===== config.mk =====
export PLATFORM = sky130hd
export DESIGN_NAME = pnq_sq_dist
export DESIGN_NICKNAME = d
export VERILOG_FILES = /design/src/sv/pnq_pkg.sv /design/src/sv/pnq_sq_dist.sv
export SDC_FILE = /design/constraint.sdc
export NUM_CORES = 1
export LEC_CHECK = 0
export ABC_AREA = 1
export BUFFER_PORTS_ARGS = -buffer_cell sky130_fd_sc_hd__buf_4
export CORE_MARGIN = 3
export CORE_UTILIZATION = 65
export DETAILED_ROUTE_END_ITERATION = 12
export PLACE_DENSITY_LB_ADDON = 0.05
export REMOVE_ABC_BUFFERS = 1
export SLEW_MARGIN = 30
export SYNTH_ARGS = -nofsm -noshare
export SYNTH_HDL_FRONTEND = slang
export SYNTH_SLANG_ARGS = --single-unit

===== constraint.sdc =====
create_clock -name vclk -period 19.2
set_clock_uncertainty 0.15 [all_clocks]
set_input_delay 0.96 -clock vclk [all_inputs]
set_output_delay 0.96 -clock vclk [all_outputs]
set_load 0.01 [all_outputs]

===== src/sv/pnq_pkg.sv =====
// ----------------------------------------------------------------------------
// pnq_pkg
// Shared types, widths and the fixed colour palette of the nearest palette
// colour quantizer.
// ----------------------------------------------------------------------------
`default_nettype none

package pnq_pkg;

    // Widths of the pixel channels on the port and inside the datapath.
    localparam int CHAN_IN_W  = 8;
    localparam int CHAN_W     = 6;
    localparam int IDX_W      = 4;
    localparam int DIST_W     = 14;   // 3 * 63 * 63 = 11907 fits in 14 bits

    // Palette size and how much of it is searched.
    localparam int TABLE_SIZE = 16;
    localparam int NUM_COLORS = 16;
    localparam int NUM_SEARCH = (NUM_COLORS < TABLE_SIZE) ? NUM_COLORS : TABLE_SIZE;

    // The search is split into groups of four in the first compare stage.
    localparam int GROUP_SIZE = 4;
    localparam int NUM_GROUPS = (NUM_SEARCH + GROUP_SIZE - 1) / GROUP_SIZE;

    // Number of register stages from input to output.
    localparam int PIPE_DEPTH = 4;

    typedef logic [CHAN_IN_W-1:0] chan_in_t;
    typedef logic [CHAN_W-1:0]    chan_t;
    typedef logic [IDX_W-1:0]     idx_t;
    typedef logic [DIST_W-1:0]    dist_t;

    typedef struct packed {
        chan_t r;
        chan_t g;
        chan_t b;
    } color_t;

    // Fixed palette, 6 bits per channel.
    localparam color_t PALETTE [TABLE_SIZE] = '{
        '{6'd7,  6'd7,  6'd11}, '{6'd34, 6'd45, 6'd62},
        '{6'd41, 6'd56, 6'd40}, '{6'd29, 6'd49, 6'd59},
        '{6'd60, 6'd34, 6'd42}, '{6'd50, 6'd41, 6'd61},
        '{6'd62, 6'd44, 6'd33}, '{6'd12, 6'd12, 6'd17},
        '{6'd6,  6'd6,  6'd9},  '{6'd45, 6'd47, 6'd63},
        '{6'd37, 6'd56, 6'd53}, '{6'd34, 6'd55, 6'd58},
        '{6'd58, 6'd40, 6'd43}, '{6'd61, 6'd48, 6'd57},
        '{6'd62, 6'd56, 6'd43}, '{6'd51, 6'd53, 6'd61}
    };

endpackage

`default_nettype wire


===== src/sv/pnq_sq_dist.sv =====
// ----------------------------------------------------------------------------
// pnq_sq_dist
// Squared Euclidean distance between a 6-bit-per-channel pixel and one
// palette entry.
// ----------------------------------------------------------------------------
`default_nettype none

module pnq_sq_dist
    import pnq_pkg::*;
(
    input  color_t pixel,
    input  color_t entry,
    output dist_t  sq_sum
);

    chan_t              diff_r;
    chan_t              diff_g;
    chan_t              diff_b;
    logic [2*CHAN_W-1:0] sq_r;
    logic [2*CHAN_W-1:0] sq_g;
    logic [2*CHAN_W-1:0] sq_b;

    // Absolute difference per channel.
    assign diff_r = (pixel.r >= entry.r) ? (pixel.r - entry.r) : (entry.r - pixel.r);
    assign diff_g = (pixel.g >= entry.g) ? (pixel.g - entry.g) : (entry.g - pixel.g);
    assign diff_b = (pixel.b >= entry.b) ? (pixel.b - entry.b) : (entry.b - pixel.b);

    // Small 6 x 6 squares, then the sum of the three.
    assign sq_r = {{CHAN_W{1'b0}}, diff_r} * {{CHAN_W{1'b0}}, diff_r};
    assign sq_g = {{CHAN_W{1'b0}}, diff_g} * {{CHAN_W{1'b0}}, diff_g};
    assign sq_b = {{CHAN_W{1'b0}}, diff_b} * {{CHAN_W{1'b0}}, diff_b};

    assign sq_sum = DIST_W'(sq_r) + DIST_W'(sq_g) + DIST_W'(sq_b);

endmodule

`default_nettype wire


# == Yosys cells after proc, flatten, opt, wreduce, memory -nomap -nowiden ==
# Cells that the tools add are included.
# totals
regBits,0
latchBits,0
mem_bits_rw,0
romBits,0
inputBits,36
output_inout_bits,14
wordCells,17
memories,0
# classes
add_sub_neg,8
mul,3
div,0
magnitude_cmp,3
n_eq_ne,0
shift,0
n_mux,3
bitwise_logic,0
reduce_logical,0
# ops
cell,n
multiplier 6 x 6 -> 12 bit,3
subtractor 6 bit,6
>= comparator 6 bit,3
two-way mux 6 bit,3
adder 13 x 12 -> 14 bit,1
adder 12 x 12 -> 13 bit,1

# == Logic depth before layout (Yosys ltp) ==
# Gate-level depths: netlist of the first run.
# logic_depth
depth_word,5
depth_mapped,31
depth_no_buf,31

# == Least setup slack after synthesis of the first run ==
# Ideal clock, no wire load.
# synth_timing
kind,input-to-output
startpoint,input pixel[6] (netlist name)
endpoint,output sq_sum[12]
arrival_time_ns,6.665
required_ns,18.090
path_slack_ns,11.425
cell_stages,30
n_path_buf,0
cell_sequence,inv_1 > ha_1 > inv_1 > fa_1 > inv_1 > nand2_1 > nand2_1 > nand3_2 > nand2_1 > nand2_2 > inv_1 > nand2_1 > fa_1 > fa_1 > inv_1 > fa_1 > inv_1 > fa_1 > inv_1 > fa_1 > inv_1 > fa_1 > inv_1 > ha_1 > a21oi_1 > nor2_1 > o21ai_0 > nand3_1 > nand2_1 > nand2_1
# synth_via
elab_chain_len,5
elab_cells_between_ends,7
classes_between,add/sub (4); mul (1); order compare (1); mux (1)
# synth_rtl
item,line,source
"start, declared",pnq_sq_dist.sv:11,"input color_t pixel,"
subtractor 6 bit / >= comparator 6 bit (equally long branches),pnq_sq_dist.sv:25,assign diff_g = (pixel.g >= entry.g) ? (pixel.g - entry.g) : (entry.g - pixel.g);
two-way mux 6 bit *,pnq_sq_dist.sv:25,
multiplier 6 x 6 -> 12 bit *,pnq_sq_dist.sv:30,"assign sq_g = {{CHAN_W{1'b0}}, diff_g} * {{CHAN_W{1'b0}}, diff_g};"
adder 12 x 12 -> 13 bit *,pnq_sq_dist.sv:33,assign sq_sum = DIST_W'(sq_r) + DIST_W'(sq_g) + DIST_W'(sq_b);
adder 13 x 12 -> 14 bit *,pnq_sq_dist.sv:33,
"end, declared",pnq_sq_dist.sv:13,output dist_t sq_sum
# Every way passes the cells marked *; elsewhere a longest branch is shown, timed or not.

# == Worst setup path after layout of the first run ==
# Ends and elaborated chain as after synthesis.

==> impl_metrics.ini, run 1 <==
[timing]
final.period_utilization_pct = 44.10
fmaxAchievable_mhz = 118.1
setup_viol = 0
fin_tns_setup_ns = 0
period_needed_ns = 8.467
grt_setup_unrepaired = false
hold_viol = 0
worst-slew-pin-transition_ns = 0.6659
timing.max_slew.rel_slack_pct = 55.14
slew_violations = 0

[routing]
count_of_routing_violations_after_the_opening_detailed_route_iteration = 198
total_length_of_routed_wires_um = 9461
via_count = 4036
routedWlPerCell_um = 11.80
route.antenna.remaining_nets = 0
dr.pass1.iters = 5
drc = 0
via_per_inst = 5.032

[global_route]
wire_length_of_the_first_global_routing_pass_um = 16630
grt_max_degree = 10
grt_overall_usage_pct = 25.62
grt.overflow.total = 0
grt_pass1_vias = 3980
grt_antenna_before_repair = 0

[synthesis]
synth_simple_gate_area_share_pct = 26.23
synth_compound_gate_area_share_pct = 4.454
yosys-top-cells-count = 187 x inv_1, 144 x nand2_1, 71 x ha_1, 66 x fa_1, 53 x nor2_1
synth_mux_area_share_pct = 0
combinational_family_with_the_most_area_after_synthesis = adder cells
synth_area_leaders = fa_1 29%, ha_1 20%, inv_1 15%
synthesis.area_mm2 = 0.004551
gate_count_post_synth = 664
yosys.area_share.xor_xnor_pct = 3.464
post-synth-top-area-fraction_pct = 29.03
avgSynthCellArea_um2 = 6.853
synthDistinctLibCells = 25
synth.yosys.seq_area_share_pct = 0
post_synth_fa_ha_maj_area_fraction_pct = 48.56
yosys_warnings = 0
most_frequent_cell_after_synthesis = inv_1
synth_top_area_cell = fa_1

[cells_and_area]
seqCellArea_um2 = 0
layout.cells.non_filler = 802
sequential_cell_total = 0
postLayoutCoreUtil_pct = 76.09
antenna_cells_inserted = 0
drive_gt1_share_pct = 12.41
area_growth_syn_to_layout_pct = 9.816
nClkBuffers = 0
num-nets-final = 884
fill_cells = 536

[floorplanning]
rows = 29
chipHeight_um = 89.67
start_util_pct = 69.29
die_w_um = 89.67
core-area_mm2 = 0.006568
dieArea_mm2 = 0.008041
pin_count = 50

[hold_path]
timing.hold.worst.class = primary input to output pin
holdPathStages = 5

[clock_tree]
post_cts_resize_count = 0
number_of_buffers_added_for_setup_after_cts = 0
holdBufCountCts = 0

[critical_path]
critical_path.startpoint_type = primary input
crit_path_top_delay_cell = fa_1
worstPathArrival_ns = 7.36
cpPeakStageDelay_ns = 0.55
worst-path-max-fanout = 6
critical-path-top-cell-by-count = inv_1
critical_path_rt_ns = 18.09
timing.critical_path.to_type = output pin
worstSetupPathType = primary input to output pin

[run]
maxCapViolations = 0

[place]
port_buffers = 50
place.detailed.instances = 802
dp_hpwl_um = 8648
placer_congestion = 0.9130

[run_status]
result_of_the_run = finished, final reports clean
-- cell families after synthesis --
group,Yosys count
buffers and inverters,202
adder cells (fa/ha/maj),137
AND/OR/NAND/NOR,271
XOR/XNOR,18
AO/OA/AOI/OAI,36
-- stage by stage --
| step | worst slack [ns] | hold slack (ns) | cell area, um2 |
|---|---|---|---|
| 6_report | 10.73 | 2.409 | 4997 |
| 3_5_place_dp | 10.79 | 2.408 | 4997 |
| 4_1_cts | 10.78 | 2.407 | 4997 |
| 5_1_grt | 10.31 | 2.456 | 4997 |
| 3_3_place_gp | 10.90 | 2.399 | 4997 |
| 2_1_floorplan | 11.43 | 2.168 | 4506 |
-- path summary, 6_finish.rpt --
| kind | from | end | slack, ns |
|---|---|---|---|
| worst max-delay path | pixel[6] | sq_sum[12] | 10.73 |
| worst min-delay path | entry[6] | sq_sum[0] | 2.41 |
-- placed cells by master, fill, tap and decap left out, drive strengths merged --
cell    count
buf        50
a31oi       1
o21bai      1
nand3      42
ha         71
fa         66
o21ai      17
inv       197
xor2       11
nor2       59
nand2     158
nor3        1
xnor2       7
a21oi      17
nand4      11
-- critical path, delay by kind of cell --
family,cells,cell delay [ns]
and+or+nand+nor,10,0.88
AOI/OAI and AO/OA,2,0.52
adders and majority gates,9,4.13
buffers and inverters,11,0.85
-- routing by layer --
layer	routed length (um)	track usage, %
met5	0	0
met4	29	1.353
met3	423	0.3650
met2	4818	47.74
met1	4189	35.05
-- layout make-up --
type               instances  area, um2  share of cell area [%]
inverters                197      742.0                   14.85
multi-input cells        462       3764                   75.31
well taps                 93      116.4                   2.329
repair buffers            50      375.4                   7.511
Power of run 1 is not shown: default switching activity piles up to over one toggle a cycle in this logic, so the estimate is an artifact.
==> run 2: changes to the inputs <==
CORE_UTILIZATION = 63   (was 65)
clock period = 8.17 ns   (was 19.2 ns; I/O delays follow)
==> run 2 against run 1 <==
- utilization shrank 3.7 points
- highest routed layer unchanged
- non-clock buffer count is the same
- worst setup slack lost 10 ns
- die area grew 3.0%
==> impl_metrics.ini, run 2 (synthesis results as in run 1) <==
[run_status]
result_of_the_run = finished, final reports clean

[routing]
drc = 0
route.antenna.remaining_nets = 0
total_length_of_routed_wires_um = 9523
via_per_inst = 5.043
routedWlPerCell_um = 11.83
count_of_routing_violations_after_the_opening_detailed_route_iteration = 235
via_count = 4060
dr.pass1.iters = 5

[hold_path]
timing.hold.worst.class = primary input to output pin
timing.hold.worst.start = entry[6]

[critical_path]
timing.critical_path.to_type = output pin
cpPeakStageDelay_ns = 0.55
crit_path_top_delay_cell = fa_1
worstSetupPathType = primary input to output pin
worstSetupStartpoint = pixel[6]
worst-path-max-fanout = 6
critical_path_rt_ns = 7.61
critical-path-top-cell-by-count = inv_1
worstPathArrival_ns = 6.83
critical_path.startpoint_type = primary input

[cells_and_area]
nClkBuffers = 0
antenna_cells_inserted = 0
num-nets-final = 884
drive_gt1_share_pct = 12.41
area_growth_syn_to_layout_pct = 9.898
postLayoutCoreUtil_pct = 72.41
layout_commonest_cell = inv_1
sequential_cell_total = 0
mostFrequentLayoutCells = 187 x inv_1, 144 x nand2_1, 71 x ha_1
seqCellArea_um2 = 0
fill_cells = 609

[timing]
fmaxAchievable_mhz = 135.3
timing.max_slew.rel_slack_pct = 58.01
worst-slew-pin-transition_ns = 0.6232
fin_tns_setup_ns = 0
grt_setup_unrepaired = false
hold_viol = 0
setup_viol = 0
final.period_utilization_pct = 90.48
slew_violations = 0
period_needed_ns = 7.392

[floorplanning]
core-area_mm2 = 0.006907
chipHeight_um = 90.99
start_util_pct = 65.89
dieArea_mm2 = 0.008279
die_w_um = 90.99
pin_count = 50
rows = 30

[global_route]
grt.overflow.total = 0
met1_track_demand_over_resource_pct = 32.63
grt_antenna_before_repair = 0
grt_pass1_vias = 4092
grt_max_degree = 10
grt_overall_usage_pct = 23.88
highest_utilization_routing_layer_at_the_global_route_stage = met2
grtUsageMet3_pct = 0.3314
wire_length_of_the_first_global_routing_pass_um = 16840
met2_usage_pct = 43.90

[place]
port_buffers = 50
placer_congestion = 0.9232
dp_hpwl_um = 8754

[clock_tree]
number_of_buffers_added_for_setup_after_cts = 0
holdBufCountCts = 0
post_cts_resize_count = 0

[run]
maxCapViolations = 0
==> run 2: cell counts in the layout (fill, tap and decap cells not counted) <==
No cell type changed its count.
==> run 2: per-layer routing <==
metal | up-vias | part of all wire [%]
met3 | 8 | 4.3
met2 | 108 | 50
met4 | 0 | 1.1
li1 | 2052 | -
met1 | 1892 | 44
met5 | - | 0
==> run 2: cell type report <==
type	count	area, um2	share of cell area [%]
multi-input cells	462	3764	75.26
inverters	197	742.0	14.84
repair buffers	50	375.4	7.506
well taps	96	120.1	2.402
==> run 2: final timing paths <==
kind    endpoint  slack [ns]  depth (start not counted)
max   sq_sum[12]        0.78                         32
min    sq_sum[0]        1.30                          5
==> run 2: critical path: cells and delay by family <==
| family | cells | cell delay [ns] |
|---|---|---|
| AND/OR/NAND/NOR | 10 | 0.92 |
| AO/OA/AOI/OAI | 2 | 0.51 |
| adder cells (fa/ha/maj) | 9 | 4.16 |
| buffers and inverters | 11 | 0.83 |
==> run 2: through the flow <==
step                cell area, um2  hold WS, ns  setup WS, ns  std cells
detailed placement            5001        1.303        0.8337        805
CTS                           5001        1.300        0.8186        805
floorplan                     4506        1.065         1.498        659
global placement              5001        1.301         1.000        805
global route                  5001        1.345        0.4280        805
finish                        5001        1.295        0.7778        805
Power of run 2 is left out for the same reason.
